===== src/rtl/soe_pkg.sv =====
// Shared types and codes for the set operation engine.
// No dependencies.
package soe_pkg;

    localparam int ELEM_W = 32;

    // Request action codes
    localparam logic [1:0] ACT_LOAD_FIRST  = 2'd0;
    localparam logic [1:0] ACT_LOAD_SECOND = 2'd1;
    localparam logic [1:0] ACT_RUN         = 2'd2;

    // Operation mode codes
    localparam logic [1:0] MODE_INTERSECT = 2'd0;
    localparam logic [1:0] MODE_DIFF      = 2'd1;
    localparam logic [1:0] MODE_SYMDIFF   = 2'd2;

    typedef struct packed {
        logic [1:0]               action;
        logic signed [ELEM_W-1:0] element;
    } t_in_req;

    typedef struct packed {
        logic signed [ELEM_W-1:0] result_value;
        logic                     last;
        logic                     empty_res;
        logic                     overflow;
    } t_out_req;

endpackage


===== src/rtl/soe_store.sv =====
// Element store for the set operation engine: one write port and one
// registered read port. Depends on soe_pkg.
module soe_store
    import soe_pkg::*;
#(
    parameter int DEPTH = 32
) (
    input  logic                         i_clk,
    input  logic                         i_wr_en,
    input  logic [$clog2(DEPTH)-1:0]     i_wr_addr,
    input  logic signed [ELEM_W-1:0]     i_wr_data,
    input  logic [$clog2(DEPTH)-1:0]     i_rd_addr,
    output logic signed [ELEM_W-1:0]     o_rd_data
);

    logic signed [ELEM_W-1:0] r_mem [DEPTH];
    logic signed [ELEM_W-1:0] r_rd_data;

    always_ff @(posedge i_clk) begin
        if (i_wr_en) begin
            r_mem[i_wr_addr] <= i_wr_data;
        end
        r_rd_data <= r_mem[i_rd_addr];
    end

    assign o_rd_data = r_rd_data;

endmodule


===== src/rtl/set_operation_engine.sv =====
// Set operation engine: two element stores and a sequencer that scans one
// store against the other through a single shared compare. Uses soe_pkg, soe_store.
// A run walks each outer entry against the inner store with the one comparator,
//   one inner entry at a time (read, then compare), and can be held by result-side
//   stalls; symmetric difference makes a second pass with the stores swapped.
// Throughput: one request at a time; input stall is held high during a run.
// Reset (synchronous, active low) clears counts, overflow flag, mode and the
// sequencer; store contents are left undefined.
module set_operation_engine
    import soe_pkg::*;
#(
    parameter int SET_DEPTH = 32
) (
    input  logic     i_clk,
    input  logic     i_rst_n,
    // request channel
    input  logic     i_in_valid,
    output logic     o_in_stall,
    input  t_in_req  i_in_data,
    // result channel
    output logic     o_out_valid,
    input  logic     i_out_stall,
    output t_out_req o_out_data,
    // mode register write
    input  logic       i_cfg_valid,
    output logic       o_cfg_ready,
    input  logic [1:0] i_cfg_data
);

    localparam int AW = (SET_DEPTH > 1) ? $clog2(SET_DEPTH) : 1;
    localparam int CW = $clog2(SET_DEPTH + 1);

    typedef enum logic [6:0] {
        S_IDLE   = 7'b0000001,
        S_OUTER  = 7'b0000010,
        S_KEY    = 7'b0000100,
        S_INNER  = 7'b0001000,
        S_CMP    = 7'b0010000,
        S_DECIDE = 7'b0100000,
        S_FINISH = 7'b1000000
    } t_state;

    t_state r_state, n_state;

    logic [1:0]    r_mode;
    logic [CW-1:0] r_first_cnt, n_first_cnt;
    logic [CW-1:0] r_second_cnt, n_second_cnt;
    logic          r_dropped, n_dropped;
    logic          r_pass, n_pass;       // 0: first vs second, 1: second vs first
    logic [CW-1:0] r_i, n_i;             // outer index
    logic [CW-1:0] r_j, n_j;             // inner index
    logic signed [ELEM_W-1:0] r_key, n_key;
    logic          r_found, n_found;
    logic signed [ELEM_W-1:0] r_pend, n_pend;   // qualifying element not yet sent
    logic          r_pend_valid, n_pend_valid;
    logic          r_out_valid, n_out_valid;
    t_out_req      r_out, n_out;

    logic                     in_accept;
    logic                     out_free;
    logic                     wr_first, wr_second;
    logic signed [ELEM_W-1:0] first_rd, second_rd;
    logic signed [ELEM_W-1:0] outer_rd, inner_rd;
    logic [CW-1:0]            outer_cnt, inner_cnt;
    logic                     want_in;

    assign o_cfg_ready = 1'b1;
    assign o_in_stall  = (r_state != S_IDLE);
    assign in_accept   = i_in_valid && !o_in_stall;
    assign out_free    = !r_out_valid || !i_out_stall;
    assign o_out_valid = r_out_valid;
    assign o_out_data  = r_out;

    // Loads append at the current fill count; drop when full.
    assign wr_first  = in_accept && (i_in_data.action == ACT_LOAD_FIRST)
                       && (r_first_cnt != CW'(SET_DEPTH));
    assign wr_second = in_accept && (i_in_data.action == ACT_LOAD_SECOND)
                       && (r_second_cnt != CW'(SET_DEPTH));

    // Roles swap between passes: the outer store is read at i, the inner at j.
    soe_store #(.DEPTH(SET_DEPTH)) u_first (
        .i_clk     (i_clk),
        .i_wr_en   (wr_first),
        .i_wr_addr (r_first_cnt[AW-1:0]),
        .i_wr_data (i_in_data.element),
        .i_rd_addr (r_pass ? r_j[AW-1:0] : r_i[AW-1:0]),
        .o_rd_data (first_rd)
    );

    soe_store #(.DEPTH(SET_DEPTH)) u_second (
        .i_clk     (i_clk),
        .i_wr_en   (wr_second),
        .i_wr_addr (r_second_cnt[AW-1:0]),
        .i_wr_data (i_in_data.element),
        .i_rd_addr (r_pass ? r_i[AW-1:0] : r_j[AW-1:0]),
        .o_rd_data (second_rd)
    );

    assign outer_rd  = r_pass ? second_rd : first_rd;
    assign inner_rd  = r_pass ? first_rd : second_rd;
    assign outer_cnt = r_pass ? r_second_cnt : r_first_cnt;
    assign inner_cnt = r_pass ? r_first_cnt : r_second_cnt;
    // Intersection keeps members; both differences keep non-members.
    assign want_in   = (r_mode == MODE_INTERSECT);

    always_comb begin
        n_state      = r_state;
        n_first_cnt  = r_first_cnt;
        n_second_cnt = r_second_cnt;
        n_dropped    = r_dropped;
        n_pass       = r_pass;
        n_i          = r_i;
        n_j          = r_j;
        n_key        = r_key;
        n_found      = r_found;
        n_pend       = r_pend;
        n_pend_valid = r_pend_valid;
        n_out        = r_out;
        // drop the output request once the consumer takes it
        n_out_valid  = r_out_valid && i_out_stall;

        unique case (r_state)
            S_IDLE: begin
                if (in_accept) begin
                    if (i_in_data.action == ACT_LOAD_FIRST) begin
                        if (wr_first) begin
                            n_first_cnt = r_first_cnt + CW'(1);
                        end else begin
                            n_dropped = 1'b1;
                        end
                    end else if (i_in_data.action == ACT_LOAD_SECOND) begin
                        if (wr_second) begin
                            n_second_cnt = r_second_cnt + CW'(1);
                        end else begin
                            n_dropped = 1'b1;
                        end
                    end else if (i_in_data.action == ACT_RUN) begin
                        n_pass       = 1'b0;
                        n_i          = '0;
                        n_pend_valid = 1'b0;
                        // unused mode code yields only the empty item
                        if (r_mode == MODE_INTERSECT || r_mode == MODE_DIFF ||
                            r_mode == MODE_SYMDIFF) begin
                            n_state = S_OUTER;
                        end else begin
                            n_state = S_FINISH;
                        end
                    end
                end
            end
            S_OUTER: begin
                if (r_i >= outer_cnt) begin
                    if (r_mode == MODE_SYMDIFF && !r_pass) begin
                        n_pass = 1'b1;
                        n_i    = '0;
                    end else begin
                        n_state = S_FINISH;
                    end
                end else begin
                    n_state = S_KEY;
                end
            end
            S_KEY: begin
                n_key   = outer_rd;
                n_j     = '0;
                n_found = 1'b0;
                n_state = S_INNER;
            end
            S_INNER: begin
                if (r_j >= inner_cnt) begin
                    n_state = S_DECIDE;
                end else begin
                    n_state = S_CMP;
                end
            end
            S_CMP: begin
                if (inner_rd == r_key) begin
                    n_found = 1'b1;
                    n_state = S_DECIDE;
                end else begin
                    n_j     = r_j + CW'(1);
                    n_state = S_INNER;
                end
            end
            S_DECIDE: begin
                if (r_found != want_in) begin
                    n_i     = r_i + CW'(1);
                    n_state = S_OUTER;
                end else if (!r_pend_valid) begin
                    n_pend       = r_key;
                    n_pend_valid = 1'b1;
                    n_i          = r_i + CW'(1);
                    n_state      = S_OUTER;
                end else if (out_free) begin
                    // a newer match exists, so the held one is not last
                    n_out.result_value = r_pend;
                    n_out.last         = 1'b0;
                    n_out.empty_res    = 1'b0;
                    n_out.overflow     = r_dropped;
                    n_out_valid        = 1'b1;
                    n_pend             = r_key;
                    n_i                = r_i + CW'(1);
                    n_state            = S_OUTER;
                end
            end
            S_FINISH: begin
                if (out_free) begin
                    n_out.result_value = r_pend_valid ? r_pend : '0;
                    n_out.last         = 1'b1;
                    n_out.empty_res    = !r_pend_valid;
                    n_out.overflow     = r_dropped;
                    n_out_valid        = 1'b1;
                    n_pend_valid       = 1'b0;
                    n_first_cnt        = '0;
                    n_second_cnt       = '0;
                    n_dropped          = 1'b0;
                    n_pass             = 1'b0;
                    n_state            = S_IDLE;
                end
            end
            default: begin
                n_state = S_IDLE;
            end
        endcase
    end

    // Control state
    always_ff @(posedge i_clk) begin
        if (!i_rst_n) begin
            r_state      <= S_IDLE;
            r_mode       <= MODE_INTERSECT;
            r_first_cnt  <= '0;
            r_second_cnt <= '0;
            r_dropped    <= 1'b0;
            r_pass       <= 1'b0;
            r_pend_valid <= 1'b0;
            r_out_valid  <= 1'b0;
        end else begin
            r_state      <= n_state;
            r_first_cnt  <= n_first_cnt;
            r_second_cnt <= n_second_cnt;
            r_dropped    <= n_dropped;
            r_pass       <= n_pass;
            r_pend_valid <= n_pend_valid;
            r_out_valid  <= n_out_valid;
            if (i_cfg_valid && o_cfg_ready) begin
                r_mode <= i_cfg_data;
            end
        end
    end

    // Payload and scan registers
    always_ff @(posedge i_clk) begin
        r_i     <= n_i;
        r_j     <= n_j;
        r_key   <= n_key;
        r_found <= n_found;
        r_pend  <= n_pend;
        r_out   <= n_out;
    end

endmodule

===== config.mk =====
export PLATFORM = sky130hd
export DESIGN_NAME = set_operation_engine
export DESIGN_NICKNAME = d
export VERILOG_FILES = /design/src/rtl/soe_pkg.sv /design/src/rtl/soe_store.sv /design/src/rtl/set_operation_engine.sv
export SDC_FILE = /design/constraint.sdc
export NUM_CORES = 2
export LEC_CHECK = 0
export ABC_AREA = 1
export CORE_ASPECT_RATIO = 0.5
export CORE_MARGIN = 3
export CORE_UTILIZATION = 42
export DETAILED_ROUTE_END_ITERATION = 8
export DONT_BUFFER_PORTS = 1
export GPL_ROUTABILITY_DRIVEN = 0
export GPL_TIMING_DRIVEN = 0
export SLEW_MARGIN = 0
export SYNTH_ARGS = -nofsm -noshare
export SYNTH_HDL_FRONTEND = slang
export SYNTH_HIERARCHICAL = 1
export SYNTH_SLANG_ARGS = --single-unit

===== constraint.sdc =====
create_clock -name i_clk -period 6.5 [get_ports i_clk]
set_input_delay 0.975 -clock i_clk [delete_from_list [all_inputs] [get_ports i_clk]]
set_output_delay 0.975 -clock i_clk [all_outputs]
set_load 0.05 [all_outputs]

# After elaboration in Yosys (flattened, before gate mapping)
# Memory sizes are Yosys's and may differ from the RTL's. A register that Yosys moved wholly into a read port is not among the register bits.
# Cells that the tools add are included.
# op_classes
n_addsub	4
magnitude_cmp	2
eq_ne	38
n_mux	76
bitwise_logic	1
reduce_logical	34
# ops
op	count
$mux W32	5
$mux W35	4
$mux W6	22
$mux W7	11
$pmux W35 S2	1
$pmux W7 S7	1
$pmux W6 S2	3
$eq A32 B32 Y1	1
$ne A2 B2 Y1 const B	14
$add A6 B1 Y6 const B	4
$mux W1	21
$pmux W6 S3	1
$reduce_and A8 Y1	2
$reduce_and A7 Y1	2
$ge A6 B6 Y1	2
$ne A3 B3 Y1 const B	4
$ne A6 B6 Y1 const B	2
$reduce_and A6 Y1	2
$mux W5	2
$reduce_and A5 Y1	2
$reduce_bool A3 Y1	3
$eq A7 B1 Y1 const B	1
$eq A7 B2 Y1 const B	1
$eq A7 B3 Y1 const B	1
20 further kinds	43
# word_totals
register_bits	137
mem_bits_rw	2048
input_bits	41
out_inout_bits	38
elab_cells	174
n_memories	2
# memory_table
memory	words	width	read_ports	rd_clocked_by_memory_dff	wr	line_no	rtl
u_first.r_mem	32	32	1	1	1	soe_store.sv:16	logic signed [ELEM_W-1:0] r_mem [DEPTH];
u_second.r_mem	32	32	1	1	1	soe_store.sv:16	

# Depth between registers and ports, before layout
# depth
ltp_word	10
mapped_depth	17
depth_no_buf	14

# By module
# The synthesis kept the hierarchy.
# modules_own_cells
module	instances	cells_per_inst	area_per_inst_um2	seq_area_each_um2
soe_store	2	3536	42405.7	31390.1
set_operation_engine	1	894	7298.2	3863.7

# Worst setup path after synthesis
# No wires, ideal clock.
# synth_path
path_type	in2reg
start	input i_in_data[33] (netlist bit)
end	memory u_first.r_mem[31][0] (enable)
setup_time_ns	0.421
arrival_time_ns	2.998
required_ns	6.079
slack_ns	3.081
cell_stages	5
n_path_buf	0
path_cell_list	nor2_2 -> inv_1 -> nor2_1 -> nand3_1 -> nor2_1
# synth_via
elab_chain_len	5
# synth_rtl
element	line_no	rtl
from (decl)	set_operation_engine.sv:19	input t_in_req i_in_data,
$logic_not A2 Y1	set_operation_engine.sv:75	assign wr_first = in_accept && (i_in_data.action == ACT_LOAD_FIRST)
$logic_and A1 B1 Y1	set_operation_engine.sv:75	
$logic_and A1 B1 Y1	set_operation_engine.sv:76	&& (r_first_cnt != CW'(SET_DEPTH));
via wr_first	set_operation_engine.sv:61	logic wr_first, wr_second;
$mux W1	soe_store.sv:20	if (i_wr_en) begin
$mux W1 (implied by the code)	soe_store.sv:21	r_mem[i_wr_addr] <= i_wr_data;
to (decl)	soe_store.sv:16	
# The timed path passes the listed nets, and every way through them passes these cells.

# Worst setup path after layout
# layout_path
start	register r_second_cnt[0]
end	memory u_second.r_mem[25][10] (enable)
# layout_via
elab_chain_len	4
# layout_rtl
element	line_no	rtl
from (decl)	set_operation_engine.sv:47	logic [CW-1:0] r_second_cnt, n_second_cnt;
from (signal assigned)	set_operation_engine.sv:241	r_second_cnt <= n_second_cnt;
$ne A6 B6 Y1	set_operation_engine.sv:78	&& (r_second_cnt != CW'(SET_DEPTH));
$logic_and A1 B1 Y1	set_operation_engine.sv:78	
via wr_second	set_operation_engine.sv:61	
$mux W1	soe_store.sv:20	
$mux W1 (implied by the code)	soe_store.sv:21	
to (decl)	soe_store.sv:16	
# The timed path passes the listed nets, and every way through them passes these cells.

==> flow_summary.yaml <==
critical_path:
  path_max_fanout: 20
  slowest_stage: "nor2_4"
  cp_cell_sequence: "inv_1 > ha_1 > nand4_1 > nand4_1 > inv_1 > nand3_1 > nor2_4 > buf_16"
  cp_num_buf_inv: 3
  rr_worst_depth: 8
  cp.depth: 8
  crit_family: "simple AND/OR/NAND/NOR gates"
  worstSetupPathType: "flip-flop to flip-flop"
  cp_data_arrival_time_ns: 4.87
  slowest_delay_ns: 1.03
  end_kind: "flip-flop"
  required_ns: 7.06
  cp-start-kind: "flip-flop"
sta:
  period_share_pct: 66.16
  worst_slew_pin_slew_ns: 1.109
  period_minus_slack_ns: 4.300
  fin_hold_ws_ns: 0.2318
  rsz0062_at_grt: "false"
  hold_violations: 0
  timing.setup.tns_ns: 0
  setup_viol: 0
  fin_skew_ns: 0.02509
  relSlewSlack_pct: 25.30
  max_freq_mhz: 232.5
  slew_viol_final: 0
die:
  die-area_um2: 225300
  die_h_um: 337.1
  coreArea_um2: 216100
  io_pins: 79
  rows: 120
  die_w_um: 668.3
  initial_utilization_pct: 42.63
power:
  p_per_area_nw_per_um2: 348.9
  leakage_uw: 0.03814
  irDropWorstVdd_mv: 0.2215
grt:
  grt_max_degree: 65
  grt-ovfl-total: 0
  grtUsageTotal_pct: 25.72
  grt_antenna_before_repair: 17
  grt_pass1_vias: 57650
  grt_first_pass_wirelength_mm: 415.8
synthesis:
  syn-num-nets: 8025
  syn_area_um2: 92110
  yosys.cell_types.count: 40
  synthCells: 7966
  ys_seq_area_share_pct: 72.35
  synth-seq-cells: 2249
  yosys_warnings: 6
  avgSynthCellArea_um2: 11.56
clock_network:
  path_clk_slew_ns: 0.06
  htree_levels: 4
  ctsHoldBuffers: 0
  cts_root_buf: "clkbuf_16"
  cts_sinks: 2249
  numCtsBuffers: 208
  clk_path_buf_depth: 4
  clk-insertion-delay-late_ns: 0.85
  cts_tree: "yes"
  ctsResizeCount: 0
  post_cts_buffers: 0
routing:
  final_antenna_net_count: 0
  dr.pass1.iters: 6
  wirelength_mm: 295.5
  wl_per_cell_um: 26.20
  route.vias.total: 63490
  drt_iter0_drc: 8855
  drc_errors: 0
  viasPerCell: 5.629
placement:
  dp_hpwl_mm: 190.4
  place_inst: 10900
  port_buffers: 0
layout:
  most-common-layout-cells: "3197 x nand2_1, 2160 x edfxtp_1, 1597 x nand3_1"
  layout-drive-gt1-share_pct: 9.583
  final_nets: 8302
  syn_to_final_growth_pct: 12.96
  fin_cells: 11280
  final_common_cell: "nand2_1"
hold_path:
  hold_class: "input port to flip-flop"
  holdPathStages: 0
flow_run:
  cap_violations: 0
outcome:
  run_status: "finished clean"
[report_power, final]
part           switching [uW]  internal, uW
clock                    5360          6570
sequential                178         16100
combinational            5910          2180
[registers in the layout, summed over array words and instances (netlist names)]
signal              flops
r_mode                  2
o_out_valid             1
o_out_data             35
r_dropped               1
r_pass                  1
r_second_cnt            6
r_j                     6
u_second/r_mem       1024
r_pend                 32
r_pend_valid            1
r_i                     6
r_found                 1
u_second/o_rd_data     32
u_first/o_rd_data      32
u_first/r_mem        1024
r_key                  32
r_state                 7
r_first_cnt             6
[metal layers]
| metal | wire length (um) | track usage, % |
|---|---|---|
| met2 | 129400 | 38.73 |
| met4 | 12020 | 9.785 |
| met3 | 31660 | 5.096 |
| met1 | 122500 | 36.94 |
| met5 | 0 | 0 |
[metrics by stage]
step / util, % / area [um2] / power [uW] / setup slack, ns
after floorplan: - / 92110 / 21230 / 3.081
after global placement: 44.29 / 95700 / 24340 / 0.6524
after detailed placement: 45.17 / 97600 / 24390 / 2.387
after CTS: 48.15 / 104000 / 36170 / 2.361
after global routing: 48.15 / 104000 / 37520 / 2.131
final: 48.16 / 104000 / 36310 / 2.200
[Yosys cell counts (all sizes together)]
master / instances / share of area (%)
inv: 149 / 0.63
nor3b: 1 / 0.0082
a31oi: 1 / 0.0068
a21oi: 26 / 0.14
xnor2: 3 / 0.029
nand3b: 18 / 0.15
o21bai: 1 / 0.0082
clkbuf: 58 / 0.24
o21ai: 45 / 0.25
o221ai: 1 / 0.0095
nor4b: 1 / 0.0095
nor2: 157 / 0.67
o211ai: 1 / 0.0082
xor2: 8 / 0.076
a21boi: 1 / 0.0082
ha: 18 / 0.24
nand4: 14 / 0.095
nor3: 8 / 0.056
nor4: 1 / 0.0068
buf: 403 / 3.3
dfxtp: 89 / 1.9
conb: 1 / 0.0041
o31ai: 1 / 0.0082
nand2: 3203 / 13
edfxtp: 2160 / 70
nand3: 1597 / 8.7
[final timing paths]
path,startpoint,to,slack [ns]
worst max-delay path,r_second_cnt[0]$_SDFFE_PN0P_,u_second/r_mem[25][10]$_DFFE_PP_,2.20
worst min-delay path,i_in_data[5],u_second/r_mem[17][5]$_DFFE_PP_,0.23
worst max register to register,r_second_cnt[0]$_SDFFE_PN0P_,u_second/r_mem[25][10]$_DFFE_PP_,2.20
worst min register to register,r_key[10]$_DFFE_PP_,r_pend[10]$_DFFE_PP_,0.48
[area by class of cell]
| class | count | area (um2) |
|---|---|---|
| repair buffers | 67 | 1386 |
| clock buffers | 265 | 5595 |
| flip-flops and latches | 2249 | 66640 |
| fillers | 19050 | 112000 |
| clock inverters | 102 | 825.8 |
| well taps | 2867 | 3587 |
| multi-input cells | 5107 | 22190 |
| inverters | 149 | 576.8 |
| plain buffers | 461 | 3212 |
| diodes | 11 | 27.53 |
[cells by family after synthesis]
family | after synthesis | synth area share (%)
and+or+nand+nor | 5000 | 22.74
DFF | 2249 | 72.35
buffers and inverters | 610 | 4.113
AOI/OAI and AO/OA | 77 | 0.4388
adders and majority gates | 18 | 0.2445
xor gates and xnor gates | 11 | 0.1046
other | 1 | 0.004071
No activity file was read; power rests on OpenSTA's default activity.
